<file path="src/rtl/imu_cal_pkg.sv">
// Shared types and constants for the IMU bias calibration and activity classifier.
// Depends on nothing; every other file of the block imports it.
`timescale 1ns / 1ps

package imu_cal_pkg;

    // Field widths and axis layout (gyro x, y, z, then accel x, y, z).
    localparam int AXIS_W      = 16;
    localparam int NUM_AXES    = 6;
    localparam int AXIS_IDX_W  = 3;
    localparam int COUNT_W     = 16;
    localparam int GRAVITY_W   = 15;
    localparam int THRESH_W    = 32;
    localparam int SQUARE_W    = 31;
    localparam int QUEUE_DEPTH = 4;

    localparam logic [AXIS_IDX_W-1:0] AXIS_ACCEL_Z = 3'd5;

    // Configuration port.
    localparam int CFG_INDEX_W = 3;
    localparam int CFG_DATA_W  = 32;

    localparam logic [CFG_INDEX_W-1:0] REG_CALIB_SAMPLES  = 3'd0;
    localparam logic [CFG_INDEX_W-1:0] REG_GRAVITY_COUNTS = 3'd1;
    localparam logic [CFG_INDEX_W-1:0] REG_ACCEL_STILL_SQ = 3'd2;
    localparam logic [CFG_INDEX_W-1:0] REG_ACCEL_WALK_SQ  = 3'd3;
    localparam logic [CFG_INDEX_W-1:0] REG_GYRO_STILL_SQ  = 3'd4;
    localparam logic [CFG_INDEX_W-1:0] REG_GYRO_WALK_SQ   = 3'd5;

    localparam logic [COUNT_W-1:0]   RST_CALIB_SAMPLES  = 16'd100;
    localparam logic [GRAVITY_W-1:0] RST_GRAVITY_COUNTS = 15'd16384;
    localparam logic [THRESH_W-1:0]  RST_ACCEL_STILL_SQ = 32'd698228;
    localparam logic [THRESH_W-1:0]  RST_ACCEL_WALK_SQ  = 32'd11169000;
    localparam logic [THRESH_W-1:0]  RST_GYRO_STILL_SQ  = 32'd326531;
    localparam logic [THRESH_W-1:0]  RST_GYRO_WALK_SQ   = 32'd5224490;

    // Input operation codes and result kinds.
    localparam logic OP_MEASURE   = 1'b0;
    localparam logic OP_CALIBRATE = 1'b1;

    localparam logic RESULT_MEASURE   = 1'b0;
    localparam logic RESULT_CAL_DONE  = 1'b1;

    typedef enum logic [1:0] {
        ACT_STATIONARY = 2'd0,
        ACT_WALKING    = 2'd1,
        ACT_RUNNING    = 2'd2
    } activity_t;

    // What the front end decided an accepted sample is.
    typedef enum logic [1:0] {
        KIND_MEASURE  = 2'd0,
        KIND_CAL_ADD  = 2'd1,
        KIND_CAL_LAST = 2'd2
    } kind_t;

    // One queue entry between front and back end.
    typedef struct packed {
        kind_t                              kind;
        logic [COUNT_W-1:0]                 count;
        logic [NUM_AXES-1:0][AXIS_W-1:0]    axis;
    } item_t;

    // Configuration register file.
    typedef struct packed {
        logic [COUNT_W-1:0]   calib_samples;
        logic [GRAVITY_W-1:0] gravity_counts;
        logic [THRESH_W-1:0]  accel_still_sq;
        logic [THRESH_W-1:0]  accel_walk_sq;
        logic [THRESH_W-1:0]  gyro_still_sq;
        logic [THRESH_W-1:0]  gyro_walk_sq;
    } cfg_t;

endpackage

</file>
<file path="src/rtl/imu_cal_fifo.sv">
// Short queue of classified samples between the front and back ends.
// Depends on imu_cal_pkg for the entry type and depth.
`timescale 1ns / 1ps

module imu_cal_fifo import imu_cal_pkg::*;
(
    input  logic  clk,
    input  logic  rst_n,
    input  logic  push,
    input  item_t push_item,
    output logic  full,
    input  logic  pop,
    output item_t pop_item,
    output logic  empty
);

    localparam int PTR_W = $clog2(QUEUE_DEPTH);
    localparam int CNT_W = $clog2(QUEUE_DEPTH + 1);

    item_t              entry_reg [QUEUE_DEPTH];
    logic [PTR_W-1:0]   wr_ptr_reg;
    logic [PTR_W-1:0]   rd_ptr_reg;
    logic [CNT_W-1:0]   fill_reg;
    logic [CNT_W-1:0]   fill_next;

    assign full     = (fill_reg == CNT_W'(QUEUE_DEPTH));
    assign empty    = (fill_reg == '0);
    assign pop_item = entry_reg[rd_ptr_reg];

    always_comb
    begin
        fill_next = fill_reg;
        if (push && !pop)
        begin
            fill_next = fill_reg + CNT_W'(1);
        end
        else if (pop && !push)
        begin
            fill_next = fill_reg - CNT_W'(1);
        end
    end

    // Pointers and fill level.
    always_ff @(posedge clk or negedge rst_n)
    begin
        if (!rst_n)
        begin
            wr_ptr_reg <= '0;
            rd_ptr_reg <= '0;
            fill_reg   <= '0;
        end
        else
        begin
            if (push)
            begin
                wr_ptr_reg <= (wr_ptr_reg == PTR_W'(QUEUE_DEPTH - 1)) ? '0
                                                                      : wr_ptr_reg + PTR_W'(1);
            end
            if (pop)
            begin
                rd_ptr_reg <= (rd_ptr_reg == PTR_W'(QUEUE_DEPTH - 1)) ? '0
                                                                      : rd_ptr_reg + PTR_W'(1);
            end
            fill_reg <= fill_next;
        end
    end

    // Entry storage.
    always_ff @(posedge clk)
    begin
        if (push)
        begin
            entry_reg[wr_ptr_reg] <= push_item;
        end
    end

endmodule

</file>
<file path="config.mk">
export PLATFORM = sky130hd
export DESIGN_NAME = imu_cal_fifo
export DESIGN_NICKNAME = d
export VERILOG_FILES = /design/src/rtl/imu_cal_pkg.sv /design/src/rtl/imu_cal_fifo.sv
export SDC_FILE = /design/constraint.sdc
export NUM_CORES = 1
export LEC_CHECK = 0
export BUFFER_PORTS_ARGS = -buffer_cell sky130_fd_sc_hd__buf_2
export CAP_MARGIN = 20
export CORE_MARGIN = 1.5
export CORE_UTILIZATION = 40
export CTS_CLUSTER_SIZE = 28
export DETAILED_ROUTE_END_ITERATION = 8
export PLACE_DENSITY_LB_ADDON = 0.12
export SYNTH_ARGS = -nofsm -noshare
export SYNTH_HDL_FRONTEND = slang
export SYNTH_SLANG_ARGS = --single-unit
</file>
<file path="constraint.sdc">
create_clock -name clk -period 12.56 [get_ports clk]
set_clock_uncertainty 0.2 [all_clocks]
set_input_delay 0.628 -clock clk [delete_from_list [all_inputs] [get_ports clk]]
set_output_delay 0.628 -clock clk [all_outputs]
set_load 0.01 [all_outputs]
</file>
==> key figures, run 1 <==
Synthesis
  • Register area share after synthesis: between 80% and 90%
  • Mean Syn Cell Area: 26.60 sq um
  • Synthesized area: 16840 sq um
  • Post-Synthesis Cells: 633
  • Yosys warning total: 0
  • Netlist cell types: 19
  • Synth Register Bits: roughly 460
  • Syn_nets: 758

CTS
  • Clock Tree Root: clkbuf_16
  • CTS tree: done
  • Clock Sinks: 463
  • Clock latency on the worst-skew pair: 570 ps
  • CTS clk-pin slew, worst paths: 60 ps
  • H-Tree Depth: 2
  • Worst-case clock buffer depth: 3
  • Post-CTS Resized: 0
  • Total CTS buffers: 49
  • Post CTS Setup Buffer Count: 0

Worst setup path
  • Crit. End Element: output port
  • R2r setup slk: 9590 ps
  • Critical Path RT: 11730 ps
  • Critical Path Fanout Max: between 40 and 50
  • Arr. time, crit path: 3920 ps
  • WS Path Type: reg2out
  • CP Launch Type: flop

Placement
  • Post-DP HPWL: 20310 microns
  • Port Buffers: 233
  • Final GP Congestion: just over 0.7

Timing
  • Fmax: ~210 MHz
  • Final Hold Viols: 0
  • Max-Slew Margin vs Limit: between 20% and 30%
  • Tcrit/Tclk final: 37.80%
  • Unrepaired setup endpoints after global routing: false
  • Final setup viols: 0
  • Worst-margin pin slew: about 1100 ps
  • Slew Viols, Final: 0
  • Minimum clock period: between 4000 and 5000 ps
  • Final total negative setup slack: 0 ps

Layout
  • Final core utilization: 48.76%
  • Synth-to-layout area growth: 19.33%
  • Nets: slightly above 1000
  • Layout cells sized above 1: 45.92%
  • Largest register FFs: 456

Floorplan
  • Ports: 234
  • Row count: between 70 and 80
  • Core Footprint: 41200 sq um
  • Chip Width: roughly 210 microns
  • Die Y: 208.2 microns
  • Initial core utilization: roughly two fifths
  • Total die area: between 40000 and 50000 sq um

Min path
  • Worst hold path type: in2reg

GRT
  • Tot GR Track Use: 16.02%
  • Antenna violations before repair: 5
  • Total gr overflow: 0
  • Global-route wire length before repair: a little over 50000 microns
  • Largest net degree at the start of global routing: 69
  • Vias in the first global route: 8350

Pwr
  • Leakage: 6.804 nW
  • Pwr/cell area: 232.4 nW/um^2
  • Worst IR Drop VDD: 0.1354 mV

Drt
  • Drt drc: 0
  • Initial DRC Count: 463
  • DR vias/cell: slightly above 5
  • Vias: 7533
  • DRT Pass-1 Iters: 6
  • Drt wl/cell: 23.17 microns
  • Routed WL: 33960 microns
  • Routed Antenna Nets: 0

Flow run
  • Max_cap viols: 0

Run status
  • Status: finished clean
[critical path, stage by stage (launching register included)]
cell and delay, ps:
dfrtp_4 830, buf_4 830, buf_4 790, mux4_2 620
buf_2 160
[path summary, 6_finish.rpt]
path | start | to | cells past startpoint
max in group asynchronous | rst_n | rd_ptr_reg[0] | 2
max reg2reg | wr_ptr_reg[0] | entry_reg[2][63] | 4
max | rd_ptr_reg[0] | pop_item[71] | 4
min reg2reg | fill_reg[2] | fill_reg[2] | 1
min | push_item[93] | entry_reg[0][93] | 1
min in group asynchronous | rst_n | rd_ptr_reg[1] | 2
[layout make-up]
| cell class | instances | area, sq um |
|---|---|---|
| Sequential cell | 463 | 13880 |
| Antenna cell | 2 | 5.005 |
| Tap cell | 532 | 665.6 |
| Fill cell | 3329 | 21110 |
| Timing Repair Buffer | 241 | 1229 |
| Multi-Input combinational cell | 140 | 2799 |
| Clock inverter | 25 | 195.2 |
| Clock buffer | 59 | 1306 |
| Inverter | 4 | 15.01 |
[metal layers]
metal | vias to the layer above | global-route usage (%) | wire length, microns
met5 | - | 0 | 50
met4 | 8 | 4.505 | 639
met3 | 57 | 5.132 | 2015
met2 | 201 | 26.87 | 17370
met1 | 3993 | 20.05 | 13880
li1 | 3274 | - | -
[layout by cell type (no fill, tap or decap)]
| cell | instances |
|---|---|
| inv_1 | 4 |
| fa_1 | 1 |
| diode_2 | 2 |
| edfxtp_1 | 456 |
| buf_4 | 7 |
| dlygate4sd3_1 | 1 |
| bufinv_16 | 3 |
| nor3b_1 | 1 |
| ha_1 | 6 |
| clkbuf_16 | 51 |
| clkbuf_1 | 8 |
| dfrtp_4 | 2 |
| dfrtp_1 | 5 |
| o21ai_0 | 2 |
| clkinvlp_4 | 2 |
| mux4_2 | 114 |
| buf_2 | 233 |
| and2_4 | 4 |
| xnor2_1 | 1 |
| mux2_2 | 3 |
| clkinv_2 | 8 |
| nor2_1 | 3 |
| clkinv_1 | 11 |
| xor2_1 | 2 |
| inv_6 | 1 |
| nand2_1 | 2 |
| nor3_1 | 1 |
[repair_timing]
action / in CTS / in global routing
endpoints found under the hold margin: 7 / 0
hold buffers: 1 / 0
setup endpoints to repair: 0 / 0
[synthesized netlist by cell type]
cell	number	area share (%)
and2_1	4	0.15
buf_2	14	0.42
buf_4	1	0.045
buf_6	6	0.40
clkbuf_1	5	0.11
dfrtp_1	7	1.0
edfxtp_1	456	81
fa_1	1	0.12
ha_1	6	0.45
inv_1	4	0.089
mux2_2	3	0.20
mux4_2	114	15
nand2_1	2	0.045
nor2_1	3	0.067
nor3_1	1	0.030
nor3b_1	1	0.045
o21ai_0	2	0.059
xnor2_1	1	0.052
xor2_1	2	0.10
[per-stage QoR]
step	instances	cell area [sq um]	total power [mW]	hold WS [ps]	worst slack [ps]
floorplan	633	16840	2.925	132.4	8625
global placement	1379	18570	3.371	272.8	8252
detailed placement	1379	18570	3.403	276.8	8192
CTS	1464	20090	4.766	13.67	7552
global route	1464	20090	4.896	29.02	7374
finish	1466	20090	4.668	61.97	7812
[power by group]
group	leakage, nW	switching (mW)	total (mW)	internal, mW
combinational	1.80	0.648	1.21	0.566
sequential	4.27	0.121	2.11	1.98
clock	0.734	0.553	1.35	0.795
total	6.80	1.32	4.67	3.35
[cells by family (layout without fill, tap and decap cells)]
family                     Yosys count  in the layout  share of synthesized area [%]
muxes                              117            117                          15.45
and+or+nand+nor                     11             11                         0.3344
AOI/OAI and AO/OA                    2              2                        0.05946
adders and majority gates            7              7                         0.5648
xor gates and xnor gates             3              3                         0.1561
DFF                                463            463                          82.37
buffers and inverters               30            329                          1.063
other                                0              2                              0
No activity file was read; power rests on OpenSTA's default activity.
==> inputs of run 2 (changes only) <==
ABC_AREA = 1   (was default)
clock period = 4 ns   (was 12.56 ns; I/O delays follow)
==> run 2 against run 1 <==
Net effect: combinational power rose to 3.8 times the previous value; first-iteration DRC count up 38%; core utilization up 1.7 points; final cell count up 62%; critical path type unchanged; largest cell class unchanged; highest routed layer unchanged.
==> key figures, run 2 <==
Run status
  • Status: finished clean

Layout
  • Area of the multi-input gates: 3204 sq um (+14%)
  • Register area: 13870 sq um (about the same)
  • Most frequent cells in the layout: 456 x edfxtp_1, 357 x nand2_1, 235 x inv_1
  • Layout cells sized above 1: 18.79% (-27 points)
  • Fill count: 3936 (+18%)
  • Synth-to-layout area growth: 24.13%
  • Most common cell after layout, fill and taps aside: edfxtp_1
  • Nets: 1856 (+81%)
  • Final Instance Count excl. Fillers: 2373 (+62%)
  • Largest register FFs: 456 (unchanged)

Drt
  • DRT Pass-1 Iters: 5 (-1)
  • Drt drc: 0 (unchanged)
  • Initial DRC Count: 640 (+38%)
  • Drt wl/cell: 16.91 microns (-27%)
  • Routed Antenna Nets: 0 (unchanged)
  • DR vias/cell: 4.702 (-8.5%)
  • Vias: 11160 (+48%)
  • Routed WL: 40130 microns (+18%)

Min path
  • Worst hold path type: in2reg
  • Hold Path Stages: 2 (+1)

CTS
  • Clock Tree Root: clkbuf_16
  • CTS clk-pin slew, worst paths: 60 ps (about the same)
  • Clock Sinks: 463 (unchanged)
  • Clock latency on the worst-skew pair: 570 ps (about the same)
  • Post CTS Setup Buffer Count: 0 (unchanged)
  • Worst-case clock buffer depth: 3 (unchanged)
  • CTS Hold Bufs: 118 (+117)
  • H-Tree Depth: 2 (unchanged)
  • Post-CTS Resized: 0 (unchanged)
  • CTS tree: done
  • Total CTS buffers: 51 (+4.1%)

Synthesis
  • Syn_nets: 1507 (+99%)
  • Synthesized area: 18530 sq um (+10%)
  • Yosys warning total: 0 (unchanged)
  • Synth Register Bits: 463 (unchanged)
  • Area contributors post-synth: edfxtp_1 74%, o211ai_1 9.2%, nand2_1 7.2%, inv_1 4.8%, buf_6 1.6%
  • Most common cell in the netlist: edfxtp_1
  • Post-synth ARST share: 1.512% (unchanged)
  • Netlist cell types: 19 (unchanged)
  • Mean Syn Cell Area: 13.41 sq um (-50%)
  • Dominant synthesized flop cell: edfxtp_1
  • Register area share after synthesis: 74.84% (-7.5 points)
  • Top cells by count, synth: 456 x edfxtp_1, 357 x nand2_1, 239 x inv_1, 228 x o211ai_1, 37 x buf_2
  • Post-Synthesis Cells: 1382 (+120%)
  • Top-area cell type share of the netlist area: 73.90% (-7.4 points)
  • EDFF count, synth: 456 (unchanged)
  • Synth area leader: edfxtp_1

Worst setup path
  • CP Launch Type: flop
  • Worst Reg2Reg Path Length in Cells: 5 (+1)
  • Arr. time, crit path: 2950 ps (-970 ps)
  • WS Path Type: reg2out
  • Critical Path RT: 3600 ps (-8130 ps)
  • Crit. End Element: output port
  • Critical Path Fanout Max: 50 (+14%)
  • R2r setup slk: 1740 ps (-7850 ps)

Pwr
  • Sequential Power Share: 41.1% (-4.0 points)
  • Worst IR Drop VDD: 0.3428 mV (+150%)
  • Net Sw Frac: 32.87% (+4.5 points)
  • Pwr/cell area: 686.0 nW/um^2 (+200%)
  • Clock Power Share: 29.6% (+0.7 points)
  • P_sw: 5.186 mW (+290%)
  • Leakage: 9.276 nW (+36%)
  • Comb power frac: 29.3% (+3.3 points)
  • Internal power: 10.59 mW (+220%)

Placement
  • Port Buffers: 233 (unchanged)
  • Placed cells: 2160 (+57%)
  • Final GP Congestion: 0.7338 (+1.1%)
  • Post-DP HPWL: 22930 microns (+13%)

Timing
  • Worst-margin pin slew: 924.1 ps (-211.7 ps)
  • Final total negative setup slack: 0 ps (unchanged)
  • Fmax: 298.6 MHz
  • Slew Viols, Final: 0 (unchanged)
  • Unrepaired setup endpoints after global routing: false
  • Tcrit/Tclk final: 83.71%
  • Minimum clock period: between 3000 and 4000 ps
  • Max-Slew Margin vs Limit: 38.39% (+14 points)
  • Final setup viols: 0 (unchanged)
  • Final Hold Viols: 0 (unchanged)

GRT
  • M2 GR Usage: 27.21% (+0.34 points)
  • Tot GR Track Use: 16.92% (+0.91 points)
  • Global-route wire length before repair: 61870 microns (+20%)
  • Gr busiest metal: met2
  • Total gr overflow: 0 (unchanged)
  • Vias in the first global route: 10960 (+31%)
  • M3 GR Usage: 3.312% (-1.8 points)
  • Met1 global-route usage: 23.30% (+3.3 points)
  • Largest net degree at the start of global routing: 114 (+65%)
  • Antenna violations before repair: 2 (-3)

Flow run
  • Max_cap viols: 0 (unchanged)

Floorplan
  • Core Footprint: 45580 sq um (+11%)
  • Ports: 234 (unchanged)
  • Total die area: 47630 sq um (+9.9%)
  • Row count: 78 (+5.4%)
  • Die Y: 218.2 microns (+4.8%)
  • Chip Width: 218.2 microns (+4.8%)
  • Initial core utilization: 40.66% (-0.20 points)
==> run 2: changes by cell type after synthesis, sizes merged, moves of 2 or more <==
cell    change
and2        -4
buf        +50
inv       +237
mux2        -3
mux4      -114
nand2     +355
o211ai    +228
o21ai       +2
xor2        -2
==> run 2: final timing paths <==
| check | end | start |
|---|---|---|
| min in group asynchronous | wr_ptr_reg[1] | rst_n |
| max reg2reg | entry_reg[0][81] | wr_ptr_reg[0] |
| min | entry_reg[2][108] | push_item[108] |
| max in group asynchronous | rd_ptr_reg[1] | rst_n |
| min reg2reg | fill_reg[2] | fill_reg[2] |
| max | pop_item[19] | rd_ptr_reg[1] |
==> run 2: power by group through the flow <==
stage	Combinational [mW]	Sequential, mW	Clock [mW]
global route	5.19	6.56	4.98
CTS	4.76	6.50	4.80
detailed placement	4.65	6.60	0
finish	4.62	6.49	4.67
global placement	4.64	6.59	0
floorplan	3.11	6.53	0
==> run 2: area by class of cell <==
class / instances / share of cell area, %
Antenna cell: 1 / 0.01088
Clock buffer: 68 / 6.054
Clock inverter: 26 / 1.229
Inverter: 241 / 4.020
Multi-Input combinational cell: 603 / 13.93
Sequential cell: 463 / 60.31
Tap cell: 600 / 3.264
Timing Repair Buffer: 371 / 11.18
==> run 2: logic make-up (layout without fill, tap and decap cells) <==
| family | count (synthesis) | count (layout) | synth area share (%) |
|---|---|---|---|
| DFF | 463 | 463 | 74.84 |
| AOI/OAI and AO/OA | 232 | 232 | 9.345 |
| xor gates and xnor gates | 1 | 1 | 0.04727 |
| adders and majority gates | 7 | 7 | 0.5132 |
| other | 0 | 1 | 0 |
| buffers and inverters | 316 | 706 | 7.866 |
| and+or+nand+nor | 363 | 363 | 7.387 |
==> run 2: routing by layer <==
| layer | vias up | wire length, microns |
|---|---|---|
| met5 | - | 7 |
| met4 | 2 | 733 |
| met3 | 52 | 2108 |
| met2 | 259 | 18800 |
| met1 | 5296 | 18490 |
| li1 | 5549 | - |
==> run 2: through the flow <==
stage | hold WS [ps] | instance area, sq um | total power, mW | worst slack, ps | util [%]
2_1_floorplan | -295.6 | 18530 | 9.638 | 474.6 | -
3_3_place_gp | -147.3 | 20140 | 11.23 | 1179 | 44.20
3_5_place_dp | -144.9 | 20140 | 11.25 | 1189 | 44.20
4_1_cts | 131.8 | 23000 | 16.05 | 563.6 | 50.46
5_1_grt | 158.2 | 23000 | 16.74 | 451.7 | 50.46
6_report | 175.1 | 23000 | 15.78 | 651.5 | 50.47
==> run 2: worst max-delay path, cell delays in order, from the launching register on <==
cell and delay (ps):
dfrtp_4 760, inv_4 600, buf_4 570, o211ai_1 170, nand2_1 100, buf_2 150
