**config.mk**
```make
export PLATFORM = sky130hd
export DESIGN_NAME = imu_cal_front_flat
export DESIGN_NICKNAME = d
export VERILOG_FILES = /design/src/rtl/imu_cal_pkg.sv /design/src/rtl/imu_cal_if.sv /design/src/rtl/imu_cal_front.sv /design/src/flat_wrapper.sv
export SDC_FILE = /design/constraint.sdc
export NUM_CORES = 1
export LEC_CHECK = 0
export ABC_AREA = 1
export ABC_CLOCK_PERIOD_IN_PS = 4480
export BUFFER_PORTS_ARGS = -buffer_cell sky130_fd_sc_hd__buf_4
export CAP_MARGIN = 20
export CORE_AREA = 2 2 90 92
export CTS_BUF_LIST = sky130_fd_sc_hd__clkbuf_8
export DETAILED_ROUTE_END_ITERATION = 10
export DIE_AREA = 0 0 92 94
export GPL_ROUTABILITY_DRIVEN = 0
export PLACE_DENSITY_LB_ADDON = 0.1
export SETUP_SLACK_MARGIN = 0.1
export SYNTH_ARGS = -nofsm -noshare
export SYNTH_HDL_FRONTEND = slang
export SYNTH_SLANG_ARGS = --single-unit
```
**constraint.sdc**
```tcl
create_clock -name clk -period 4.48 [get_ports clk]
set_input_delay 0.448 -clock clk [delete_from_list [all_inputs] [get_ports clk]]
set_output_delay 0.448 -clock clk [all_outputs]
set_load 0.02 [all_outputs]
```
**src/rtl/imu_cal_pkg.sv**
```systemverilog
// Shared types and constants for the IMU bias calibration and activity classifier.
// Depends on nothing; every other file of the block imports it.
`timescale 1ns / 1ps

package imu_cal_pkg;

    // Field widths and axis layout (gyro x, y, z, then accel x, y, z).
    localparam int AXIS_W      = 16;
    localparam int NUM_AXES    = 6;
    localparam int AXIS_IDX_W  = 3;
    localparam int COUNT_W     = 16;
    localparam int GRAVITY_W   = 15;
    localparam int THRESH_W    = 32;
    localparam int SQUARE_W    = 31;
    localparam int QUEUE_DEPTH = 4;

    localparam logic [AXIS_IDX_W-1:0] AXIS_ACCEL_Z = 3'd5;

    // Configuration port.
    localparam int CFG_INDEX_W = 3;
    localparam int CFG_DATA_W  = 32;

    localparam logic [CFG_INDEX_W-1:0] REG_CALIB_SAMPLES  = 3'd0;
    localparam logic [CFG_INDEX_W-1:0] REG_GRAVITY_COUNTS = 3'd1;
    localparam logic [CFG_INDEX_W-1:0] REG_ACCEL_STILL_SQ = 3'd2;
    localparam logic [CFG_INDEX_W-1:0] REG_ACCEL_WALK_SQ  = 3'd3;
    localparam logic [CFG_INDEX_W-1:0] REG_GYRO_STILL_SQ  = 3'd4;
    localparam logic [CFG_INDEX_W-1:0] REG_GYRO_WALK_SQ   = 3'd5;

    localparam logic [COUNT_W-1:0]   RST_CALIB_SAMPLES  = 16'd100;
    localparam logic [GRAVITY_W-1:0] RST_GRAVITY_COUNTS = 15'd16384;
    localparam logic [THRESH_W-1:0]  RST_ACCEL_STILL_SQ = 32'd698228;
    localparam logic [THRESH_W-1:0]  RST_ACCEL_WALK_SQ  = 32'd11169000;
    localparam logic [THRESH_W-1:0]  RST_GYRO_STILL_SQ  = 32'd326531;
    localparam logic [THRESH_W-1:0]  RST_GYRO_WALK_SQ   = 32'd5224490;

    // Input operation codes and result kinds.
    localparam logic OP_MEASURE   = 1'b0;
    localparam logic OP_CALIBRATE = 1'b1;

    localparam logic RESULT_MEASURE   = 1'b0;
    localparam logic RESULT_CAL_DONE  = 1'b1;

    typedef enum logic [1:0] {
        ACT_STATIONARY = 2'd0,
        ACT_WALKING    = 2'd1,
        ACT_RUNNING    = 2'd2
    } activity_t;

    // What the front end decided an accepted sample is.
    typedef enum logic [1:0] {
        KIND_MEASURE  = 2'd0,
        KIND_CAL_ADD  = 2'd1,
        KIND_CAL_LAST = 2'd2
    } kind_t;

    // One queue entry between front and back end.
    typedef struct packed {
        kind_t                              kind;
        logic [COUNT_W-1:0]                 count;
        logic [NUM_AXES-1:0][AXIS_W-1:0]    axis;
    } item_t;

    // Configuration register file.
    typedef struct packed {
        logic [COUNT_W-1:0]   calib_samples;
        logic [GRAVITY_W-1:0] gravity_counts;
        logic [THRESH_W-1:0]  accel_still_sq;
        logic [THRESH_W-1:0]  accel_walk_sq;
        logic [THRESH_W-1:0]  gyro_still_sq;
        logic [THRESH_W-1:0]  gyro_walk_sq;
    } cfg_t;

endpackage

```
**src/rtl/imu_cal_if.sv**
```systemverilog
// Valid/ready channel interfaces for raw samples and results.
// Depends on imu_cal_pkg for the field widths.
`timescale 1ns / 1ps

interface imu_cal_sample_if import imu_cal_pkg::*; ();
    logic                     valid;
    logic                     ready;
    logic                     operation;
    logic signed [AXIS_W-1:0] gyro_x;
    logic signed [AXIS_W-1:0] gyro_y;
    logic signed [AXIS_W-1:0] gyro_z;
    logic signed [AXIS_W-1:0] accel_x;
    logic signed [AXIS_W-1:0] accel_y;
    logic signed [AXIS_W-1:0] accel_z;

    modport source (output valid, operation, gyro_x, gyro_y, gyro_z,
                    accel_x, accel_y, accel_z, input ready);
    modport sink   (input valid, operation, gyro_x, gyro_y, gyro_z,
                    accel_x, accel_y, accel_z, output ready);
endinterface


```
**src/rtl/imu_cal_front.sv**
```systemverilog
// Front end: accepts sample transactions, counts calibration samples and tags the last one.
// Depends on imu_cal_pkg and imu_cal_sample_if.
`timescale 1ns / 1ps

module imu_cal_front import imu_cal_pkg::*;
(
    input  logic                  clk,
    input  logic                  rst_n,
    input  logic [COUNT_W-1:0]    calib_samples,
    imu_cal_sample_if.sink        samples,
    input  logic                  queue_full,
    output logic                  push,
    output item_t                 push_item
);

    logic [COUNT_W-1:0] count_reg;
    logic [COUNT_W-1:0] count_next;
    logic [COUNT_W-1:0] count_inc;
    logic [COUNT_W-1:0] target;
    logic               run_done;

    assign samples.ready = !queue_full;
    assign push          = samples.valid && samples.ready;

    // A zero sample count behaves as one.
    assign target    = (calib_samples == '0) ? COUNT_W'(1) : calib_samples;
    assign count_inc = count_reg + COUNT_W'(1);
    assign run_done  = (count_inc != '0) && (count_inc >= target);

    // Classify the transaction and update the calibration sample count.
    always_comb
    begin
        count_next          = count_reg;
        push_item.kind      = KIND_MEASURE;
        push_item.count     = count_inc;
        push_item.axis[0]   = samples.gyro_x;
        push_item.axis[1]   = samples.gyro_y;
        push_item.axis[2]   = samples.gyro_z;
        push_item.axis[3]   = samples.accel_x;
        push_item.axis[4]   = samples.accel_y;
        push_item.axis[5]   = samples.accel_z;
        case (samples.operation)
            OP_CALIBRATE:
            begin
                push_item.kind = run_done ? KIND_CAL_LAST : KIND_CAL_ADD;
                count_next     = run_done ? '0 : count_inc;
            end
            default:
            begin
                push_item.kind = KIND_MEASURE;
            end
        endcase
    end

    always_ff @(posedge clk or negedge rst_n)
    begin
        if (!rst_n)
        begin
            count_reg <= '0;
        end
        else if (push)
        begin
            count_reg <= count_next;
        end
    end

endmodule

```
**src/flat_wrapper.sv**
```systemverilog
// flat-port wrapper written by rule: the top's interface ports become plain ports
module imu_cal_front_flat import imu_cal_pkg::*;
  (clk, rst_n, calib_samples, queue_full, push, push_item, samples_valid, samples_operation, samples_gyro_x, samples_gyro_y, samples_gyro_z, samples_accel_x, samples_accel_y, samples_accel_z, samples_ready);
  imu_cal_sample_if samples_i ();
  input  logic clk;
  input  logic rst_n;
  input  logic [COUNT_W-1:0] calib_samples;
  input  logic queue_full;
  output logic push;
  output item_t push_item;
  input wire logic [$bits(samples_i.valid)-1:0] samples_valid;
  input wire logic [$bits(samples_i.operation)-1:0] samples_operation;
  input wire logic [$bits(samples_i.gyro_x)-1:0] samples_gyro_x;
  input wire logic [$bits(samples_i.gyro_y)-1:0] samples_gyro_y;
  input wire logic [$bits(samples_i.gyro_z)-1:0] samples_gyro_z;
  input wire logic [$bits(samples_i.accel_x)-1:0] samples_accel_x;
  input wire logic [$bits(samples_i.accel_y)-1:0] samples_accel_y;
  input wire logic [$bits(samples_i.accel_z)-1:0] samples_accel_z;
  output wire logic [$bits(samples_i.ready)-1:0] samples_ready;
  assign samples_i.valid = samples_valid;
  assign samples_i.operation = samples_operation;
  assign samples_i.gyro_x = samples_gyro_x;
  assign samples_i.gyro_y = samples_gyro_y;
  assign samples_i.gyro_z = samples_gyro_z;
  assign samples_i.accel_x = samples_accel_x;
  assign samples_i.accel_y = samples_accel_y;
  assign samples_i.accel_z = samples_accel_z;
  assign samples_ready = samples_i.ready;
  imu_cal_front u_core (.clk(clk), .rst_n(rst_n), .calib_samples(calib_samples), .samples(samples_i), .queue_full(queue_full), .push(push), .push_item(push_item));
endmodule
```
==> impl_metrics.csv, run 1 <==
group,metric,value,unit
timing,relSlewSlack,62.8,%
place,dp_hpwl,4510,um
clock_network,cts_resized,0,
floorplan,die_h,94,um
global_route,antenna_found_initial,0,
min_path,min_path_type,"input pin to asynchronous set/reset pin",
status,status,"finished, final reports clean",
clock_network,postCtsHoldBufs,0,
setup_path,r2r_cells,16,
timing,rsz0062_at_grt,"false",
logic_synthesis,ys.flop_type,"dfrtp_1",
clock_network,cts_max_level,1,
clock_network,root_buffer,"clkbuf_8",
job,cap_violations,0,
floorplan,initial_core_util,31.8,%
timing,skew,0.00270,ns
finish,fin_area,2170,um2
global_route,overflow,0,
setup_path,start_kind,"flop",
clock_network,numCtsBuffers,3,
logic_synthesis,synth.distinct_cells,26,
finish,fin_cells,417,
power,ir_drop,0.000184,V
finish,area_delta_synth_final,-10.3,%
floorplan,num_io_pins,233,
detailed_routing,dr.pass1.iters,4,
global_route,grt_pass1_vias,1813,
timing,finalCritPeriodShare,80.7,%
logic_synthesis,avgSynthCellArea,6.53,um2
logic_synthesis,synthTopCellsByArea,"buf_4 30%, dfrtp_1 17%, nand2_1 15%",
setup_path,cp.required,4.03,ns
setup_path,crit_path_end_kind,"primary output",
logic_synthesis,synth-simple-area-share,30.6,%
logic_synthesis,yosysSeqAreaShare,16.5,%
clock_network,cts_buffer_depth,2,
detailed_routing,vias,1834,
logic_synthesis,synth-compound-area-share,4.65,%
logic_synthesis,synth_seq_cells,16,
logic_synthesis,synthCells,371,
timing,whs,0.0497,ns
logic_synthesis,synth_top_family_by_area,"buffers and inverters",
detailed_routing,routedWlPerCell,13.3,um
finish,fin_nets,452,
logic_synthesis,synth_xor_area_share,0.362,%
finish,fin_util,28.5,%
clock_network,clkTransAtPathRegs,0.07,ns
setup_path,crit_arrival,3.17,ns
floorplan,die-area,8650,um2
logic_synthesis,yosys_warnings,0,
logic_synthesis,yosys.area_share.adder,9.30,%
detailed_routing,via_per_inst,4.40,
finish,layout_commonest_cell,"nand2_1",
timing,setup_tns,0,ns
place,io_buffers,40,
detailed_routing,ant_nets,0,
global_route,grt_max_degree,33,
clock_network,clk_latency,0.25,ns
detailed_routing,drcViolationCount,0,
logic_synthesis,synth-edff-count,0,
floorplan,rows,32,
finish,final_cell_mix,"98 x nand2_1, 48 x inv_1, 40 x buf_4",
logic_synthesis,netlist_area,2420,um2
finish,fillers,885,
logic_synthesis,synth_top_area_share,29.8,%
place,dp_cells,413,
logic_synthesis,synth_top_area_cell,"buf_4",
floorplan,die_x,92,um
place,placedInstanceArea,2100,um2
clock_network,cts_setup_buffers,0,
setup_path,critPathMaxFanout,17,
finish,largest_register_ff_count,16,
floorplan,core_area,7610,um2
logic_synthesis,synth_nets,506,
timing,hold_viol_final,0,
detailed_routing,drt-total-wl,5550,um
timing,fin_crit,3.62,ns
global_route,grt_pass1_wl,9000,um
power,p_leak,1.25,nW
setup_path,crit_type,"flop to primary output",
timing,maxSlewViolCount,0,
logic_synthesis,synthMuxAreaShare,0,%
global_route,grt_usage,13.0,%
clock_network,cts_tree,"done",
timing,clock.fmax,277,MHz
timing,finalSetupViolCount,0,
finish,layout-drive-gt1-share,18.4,%
detailed_routing,drt_iter0_drc,69,
logic_synthesis,ys_async_sr_fraction,100,%
clock_network,clock-sinks,16,
timing,worst_slew_pin_slew,0.553,ns
finish,diodes,0,
power,powerDensity,368,nW/um2
## synth_stat cells (3+ instances only)
cell type  instances
inv_1             48
nor2_4             3
nor4_1             4
nor2_2             4
nand3_1           16
nand4_1            8
o21ai_0            3
nand2_2            4
nand2_1           98
dfrtp_1           16
ha_1              18
nor2_1            27
clkbuf_1           3
buf_4             96
a21oi_1           10
o21bai_1           3
## report_power, final
part | switching [mW] | internal, mW | leakage (nW)
clock network | 0.0537 | 0.0597 | 0.0216
logic | 0.270 | 0.175 | 1.01
registers | 0.0600 | 0.181 | 0.216
## cell type report
type	count	area [um2]	share of cell area, %
sequential	16	400	18.4
clock buffer	3	41.3	1.90
multi-input combinational	206	1090	50.1
inverter	49	185	8.53
tap	102	128	5.88
timing repair buffer	41	328	15.1
## stage by stage
step / setup WS [ns] / power, mW
global route: 0.525 / 0.887
CTS: 0.826 / 0.813
finish: 0.864 / 0.800
floorplan: 1.40 / 0.653
global placement: 1.18 / 0.697
detailed placement: 1.11 / 0.692
## worst max-delay path: stages (launching register included)
cell and delay [ns]:
dfrtp_1 0.50, ha_1 0.23, nand3_1 0.16, nor2_2 0.18, nand3_1 0.09, nand2_1 0.13, nand2_1 0.11, ha_1 0.29
nand2_1 0.06, inv_1 0.05, nand3_1 0.09, nor3_1 0.28, nand3_1 0.13, nand3_1 0.17, nand2_4 0.17, nor2_1 0.13
buf_4 0.15
## layer usage
metal  vias to the layer above  routed length [um]  GRT usage [%]
li1                        940                   -              -
met5                         -                   0              0
met1                       801                2500           16.9
met4                         0                 130           3.48
met2                        71                2430           20.5
met3                        22                 482           4.57
## path summary, 6_finish.rpt
kind	start	to	slack (ns)
worst max-delay path	u_core.count_reg[0]$_DFFE_PN0P_	push_item[113]	0.86
worst min-delay path	rst_n	u_core.count_reg[1]$_DFFE_PN0P_	0.05
worst max register to register	u_core.count_reg[0]$_DFFE_PN0P_	u_core.count_reg[14]$_DFFE_PN0P_	1.59
worst min register to register	u_core.count_reg[15]$_DFFE_PN0P_	u_core.count_reg[15]$_DFFE_PN0P_	0.50
max in group asynchronous	rst_n	u_core.count_reg[12]$_DFFE_PN0P_	4.23
min in group clk	u_core.count_reg[15]$_DFFE_PN0P_	u_core.count_reg[15]$_DFFE_PN0P_	0.50
## cells by family after synthesis
logic type,Yosys count
AND/OR/NAND/NOR,168
AO/OA/AOI/OAI,19
flip-flops,16
adder cells (fa/ha/maj),18
buffers and inverters,149
XOR/XNOR,1
(Power assumes the default switching activity.)
==> run 2, diff against run 1 <==
- ABC_CLOCK_PERIOD_IN_PS: 4480 -> 3020
- CORE_AREA: 2 2 90 92 -> not set
- CORE_ASPECT_RATIO: not set -> 0.5
- CORE_MARGIN: not set -> 1
- CORE_UTILIZATION: not set -> 34
- DIE_AREA: 0 0 92 94 -> not set
- clock period: 4.48 -> 3.02 ns (I/O delays scaled with it)
==> run 2 against run 1 <==
Compared with the run above: flip-flop and latch count is the same; global-route usage grew 7.0 points; first-iteration DRC count grew 38%; die area shrank 13%; sequential power grew 46%; clock-buffer cell count is the same; largest power group unchanged.
==> impl_metrics.csv, run 2 (same netlist as run 1, synthesis figures left out) <==
group,metric,value,unit
status,status,"finished, final reports clean",
setup_path,crit_type,"flop to primary output",
setup_path,crit_path_frequent_cell,"nand3_4",
power,powerDensity,553,nW/um2
global_route,grt_use_met3,14.8,%
clock_network,clock-sinks,16,
detailed_routing,dr.pass1.iters,4,
timing,skew,0.00328,ns
global_route,grt_pass1_vias,1851,
global_route,antenna_found_initial,0,
floorplan,initial_core_util,35.7,%
timing,maxSlewViolCount,0,
timing,finalSetupViolCount,0,
timing,hold_viol_final,0,
floorplan,num_io_pins,233,
clock_network,cts_tree,"done",
setup_path,crit_arrival,2.51,ns
global_route,grt_pass1_wl,11000,um
power,seq_power_share,23.3,%
finish,fin_nets,485,
power,intPower,0.813,mW
setup_path,critPathMaxFanout,4,
clock_network,clkTransAtPathRegs,0.07,ns
clock_network,cts_buffer_depth,2,
timing,finalCritPeriodShare,93.1,%
timing,fin_crit,2.81,ns
finish,layout_commonest_cell,"nand2_1",
timing,clock.fmax,356,MHz
global_route,use_met2,31.7,%
detailed_routing,vias,2097,
finish,largest_register_ff_count,16,
finish,layout-drive-gt1-share,40.8,%
global_route,met1_usage,21.2,%
finish,area_delta_synth_final,12.6,%
power,power.switching,0.695,mW
detailed_routing,drt-total-wl,8280,um
global_route,grt_usage,20.0,%
setup_path,timing.critical_path.buf_inv,2,
setup_path,path_cells,"ha_4, nand3_4, nor2_4, nand3_2, nand2_2, nand2_4, ha_4, nand2_2, inv_2, nand3_4, nor3_4, nand3_2, nand3_4, nand2_4, nor2_4, buf_6",
finish,fin_area,2730,um2
timing,rsz0062_at_grt,"true",
detailed_routing,drcViolationCount,0,
floorplan,rows,21,
setup_path,max_stage_delay,0.43,ns
global_route,overflow,0,
clock_network,root_buffer,"clkbuf_8",
setup_path,critPathSlowestCell,"dfrtp_2",
timing,setup_tns,0,ns
floorplan,die_x,121,um
floorplan,die-area,7480,um2
power,swShare,46.1,%
detailed_routing,drt_iter0_drc,95,
place,dp_hpwl,6680,um
detailed_routing,routedWlPerCell,18.8,um
place,io_buffers,40,
setup_path,cp.required,2.72,ns
min_path,min_path_type,"input pin to asynchronous set/reset pin",
clock_network,cts_max_level,1,
finish,final_cell_mix,"77 x nand2_1, 70 x buf_4, 45 x inv_1",
finish,diodes,0,
setup_path,start_kind,"flop",
place,placedInstanceArea,2110,um2
power,p_leak,1.46,nW
timing,relSlewSlack,65.6,%
job,cap_violations,0,
power,p_comb_share,65.5,%
setup_path,critPathTopFamily,"simple AND/OR/NAND/NOR gates",
timing,worst_slew_pin_slew,0.512,ns
power,p_clk_share,11.3,%
detailed_routing,ant_nets,0,
detailed_routing,via_per_inst,4.77,
global_route,grt_max_degree,33,
clock_network,numCtsBuffers,3,
setup_path,crit_path_end_kind,"primary output",
floorplan,core_area,6780,um2
clock_network,clk_latency,0.26,ns
power,ir_drop,0.000422,V
floorplan,die_h,61.7,um
global_route,grt-busiest-layer,"met2",
==> run 2: changes by cell type in the layout (fill, tap and decap cells not counted), moves of 5 or more <==
cell | before | now
a21oi_1 | 10 | 5
a21oi_2 | 0 | 5
buf_4 | 40 | 70
ha_1 | 18 | 9
ha_4 | 0 | 9
nand2_1 | 98 | 77
nand2_2 | 4 | 21
nand3_1 | 16 | 10
nor2_4 | 3 | 9
==> run 2: timing repair <==
action,CTS,global route
setup endpoints to repair,2,18
gates resized for setup,17,54
setup buffers,10,19
hold buffers,1,0
hold endpoints to repair,16,0
pin swaps,5,32
==> run 2: final timing paths <==
kind / endpoint / cells after the start / slack [ns] / start
max: push_item[113] / 16 / 0.21 / u_core.count_reg[1]$_DFFE_PN0P_
min reg2reg: u_core.count_reg[5]$_DFFE_PN0P_ / 2 / 0.54 / u_core.count_reg[5]$_DFFE_PN0P_
max reg2reg: u_core.count_reg[12]$_DFFE_PN0P_ / 18 / 0.38 / u_core.count_reg[1]$_DFFE_PN0P_
max in group asynchronous: u_core.count_reg[10]$_DFFE_PN0P_ / 2 / 2.37 / rst_n
min: u_core.count_reg[9]$_DFFE_PN0P_ / 2 / 0.45 / rst_n
min in group clk: u_core.count_reg[14]$_DFFE_PN0P_ / 5 / 0.53 / samples_operation
==> run 2: cell type report <==
cell class / instances / area [um2]
fill: 705 / 4050
multi-input combinational: 206 / 1390
timing repair buffer: 74 / 586
sequential: 16 / 405
inverter: 49 / 185
tap: 92 / 115
clock buffer: 3 / 41.3
==> run 2: per-stage QoR <==
stage                     hold slack, ns  std cells  worst slack (ns)  power [mW]  utilization, %
after floorplan                  0.00641        371             0.176       0.969               -
after global placement             0.184        406             0.219        1.04            31.2
after detailed placement           0.182        406             0.124        1.03            31.2
after CTS                          0.445        420             0.100        1.31            34.0
after global routing               0.464        440            0.0244        1.63            40.2
final                              0.447        440             0.208        1.51            40.2
==> run 2: layer usage <==
layer,vias up,part of all wire (%)
met2,123,45
met5,-,0
met4,0,1.9
met1,948,36
li1,1008,-
met3,18,17
==> run 2: power groups by stage <==
stage               Sequential [mW]  Clock, mW  Combinational (mW)
floorplan                     0.331          0               0.639
global placement              0.352          0               0.685
detailed placement            0.352          0               0.680
CTS                           0.344      0.175               0.789
global route                  0.360      0.186                1.09
finish                        0.351      0.170               0.988
==> run 3, diff against run 2 <==
- CORE_MARGIN: 1 -> 2
==> run 3 against run 2 <==
Compared with the run above: routed wire length is 2.4% higher; clock skew is 0.0031 ns higher; clock power is 2% higher; register-to-register slack better by 0.09 ns; sequential share of layout area is 0.17 points higher; total power is 0.54% lower; worst setup slack worse by 0.040 ns; fmax is 1.4% lower; global-route usage is 0.20 points lower; design area is 1.1% lower.
==> impl_metrics.csv, run 3 (same netlist as run 1, synthesis figures left out) <==
group,metric,value,unit
status,status,"finished, final reports clean",
setup_path,crit_path_end_kind,"primary output",
global_route,antenna_found_initial,0,
detailed_routing,vias,2096,
place,dp_hpwl,6710,um
timing,maxSlewViolCount,0,
setup_path,rrSetupSlack,0.47,ns
clock_network,root_buffer,"clkbuf_8",
setup_path,r2r-start,"u_core.count_reg[1]$_DFFE_PN0P_",
timing,finalCritPeriodShare,94.5,%
power,powerDensity,556,nW/um2
finish,final_cell_mix,"79 x nand2_1, 72 x buf_4, 44 x inv_1",
clock_network,cts_tree,"done",
detailed_routing,dr.pass1.iters,4,
setup_path,crit_type,"flop to primary output",
power,p_leak,1.46,nW
clock_network,clk_latency,0.26,ns
floorplan,num_io_pins,233,
power,p_total,1.50,mW
detailed_routing,drcViolationCount,0,
global_route,grt_pass1_vias,1965,
timing,setup_tns,0,ns
global_route,grt_use_met3,13.9,%
power,seq_power_share,23.5,%
timing,setup_slack,0.167,ns
power,intPower,0.802,mW
clock_network,clock-sinks,16,
detailed_routing,routedWlPerCell,19.2,um
place,io_buffers,40,
clock_network,cts_buffer_depth,2,
global_route,overflow,0,
setup_path,r2r_cells,17,
global_route,use_met2,31.6,%
finish,fin_nets,486,
floorplan,rows,21,
timing,rsz0062_at_grt,"true",
setup_path,critPathMaxFanout,5,
power,swShare,46.6,%
timing,hold_viol_final,0,
timing,relSlewSlack,68.6,%
floorplan,die_x,123,um
finish,diodes,0,
timing,fin_crit,2.85,ns
power,ir_drop,0.000433,V
timing,skew,0.00642,ns
setup_path,cp.required,2.72,ns
global_route,grt_max_degree,33,
clock_network,cts_max_level,1,
floorplan,initial_core_util,35.7,%
setup_path,start_kind,"flop",
floorplan,core_area,6780,um2
global_route,met1_usage,21.3,%
finish,layout-drive-gt1-share,40.4,%
finish,fillers,731,
power,p_comb_share,64.9,%
setup_path,reg2reg_to,"u_core.count_reg[10]$_DFFE_PN0P_",
floorplan,die-area,7850,um2
power,p_clk_share,11.6,%
floorplan,die_h,63.7,um
finish,layout_commonest_cell,"nand2_1",
job,cap_violations,0,
clock_network,clkTransAtPathRegs,0.07,ns
detailed_routing,via_per_inst,4.75,
min_path,min_path_type,"input pin to asynchronous set/reset pin",
finish,largest_register_ff_count,16,
timing,finalSetupViolCount,0,
setup_path,crit_arrival,2.55,ns
detailed_routing,ant_nets,0,
clock_network,numCtsBuffers,3,
finish,area_delta_synth_final,11.4,%
detailed_routing,drt_iter0_drc,103,
detailed_routing,drt-total-wl,8470,um
global_route,grt_usage,19.9,%
global_route,grt_pass1_wl,11600,um
place,preCtsSetupSlack,0.0875,ns
timing,worst_slew_pin_slew,0.467,ns
power,power.switching,0.698,mW
timing,clock.fmax,351,MHz
global_route,grt-busiest-layer,"met2",
-- run 3: critical path: stages, from the launching register on --
cell	delay, ns
dfrtp_2	0.44
ha_4	0.19
nand3_4	0.09
nor2_4	0.13
nand3_2	0.08
nand2_2	0.10
nand2_2	0.08
ha_4	0.27
nand2_2	0.04
inv_1	0.06
nand3_2	0.12
nor3_4	0.18
nand3_2	0.12
nand3_4	0.12
nand2_4	0.06
nor2_4	0.07
buf_6	0.11
-- run 3: area by class of cell --
class | instances | area (um2) | area share [%]
Timing Repair Buffer | 75 | 589 | 21.9
Multi-Input combinational cell | 206 | 1360 | 50.4
Inverter | 49 | 185 | 6.87
Sequential cell | 16 | 405 | 15.0
Clock buffer | 3 | 41.3 | 1.53
Tap cell | 92 | 115 | 4.27
-- run 3: stage by stage --
step | cell area (um2) | std cells | hold slack [ns] | utilization, %
2_1_floorplan | 2420 | 371 | 0.00641 | -
3_3_place_gp | 2110 | 406 | 0.188 | 31.2
3_5_place_dp | 2110 | 406 | 0.188 | 31.2
4_1_cts | 2360 | 424 | 0.445 | 34.8
5_1_grt | 2700 | 441 | 0.479 | 39.8
6_report | 2700 | 441 | 0.441 | 39.8
-- run 3: worst max-delay path by stage --
| stage | startpoint | end | depth (start not counted) |
|---|---|---|---|
| detailed placement | u_core.count_reg[0]$_DFFE_PN0P_ | push_item[113] | 16 |
| CTS | u_core.count_reg[1]$_DFFE_PN0P_ | push_item[113] | 14 |
| global route | u_core.count_reg[5]$_DFFE_PN0P_ | push_item[113] | 17 |
| global placement | u_core.count_reg[0]$_DFFE_PN0P_ | push_item[113] | 16 |
| finish | u_core.count_reg[1]$_DFFE_PN0P_ | push_item[113] | 16 |
| floorplan | u_core.count_reg[0]$_DFFE_PN0P_ | push_item[113] | 17 |
-- run 3: layer usage --
metal	routed length, um	share of wire [%]
met2	3850	45
met1	3020	36
met3	1390	16
met4	208	2.5
met5	0	0
-- run 3: power groups by stage --
stage / registers [mW] / logic (mW) / clock network (mW)
finish: 0.353 / 0.973 / 0.174
global route: 0.362 / 1.07 / 0.192
CTS: 0.346 / 0.826 / 0.180
detailed placement: 0.354 / 0.683 / 0
global placement: 0.352 / 0.686 / 0
floorplan: 0.331 / 0.639 / 0
-- run 3: what timing repair did --
item / in CTS / in global routing
endpoints found under the setup margin: 3 / 2
gates resized for setup: 22 / 43
endpoints found under the hold margin: 16 / 0
buffers inserted: 14 / 16
pin swaps: 6 / 26
hold buffers: 1 / 0
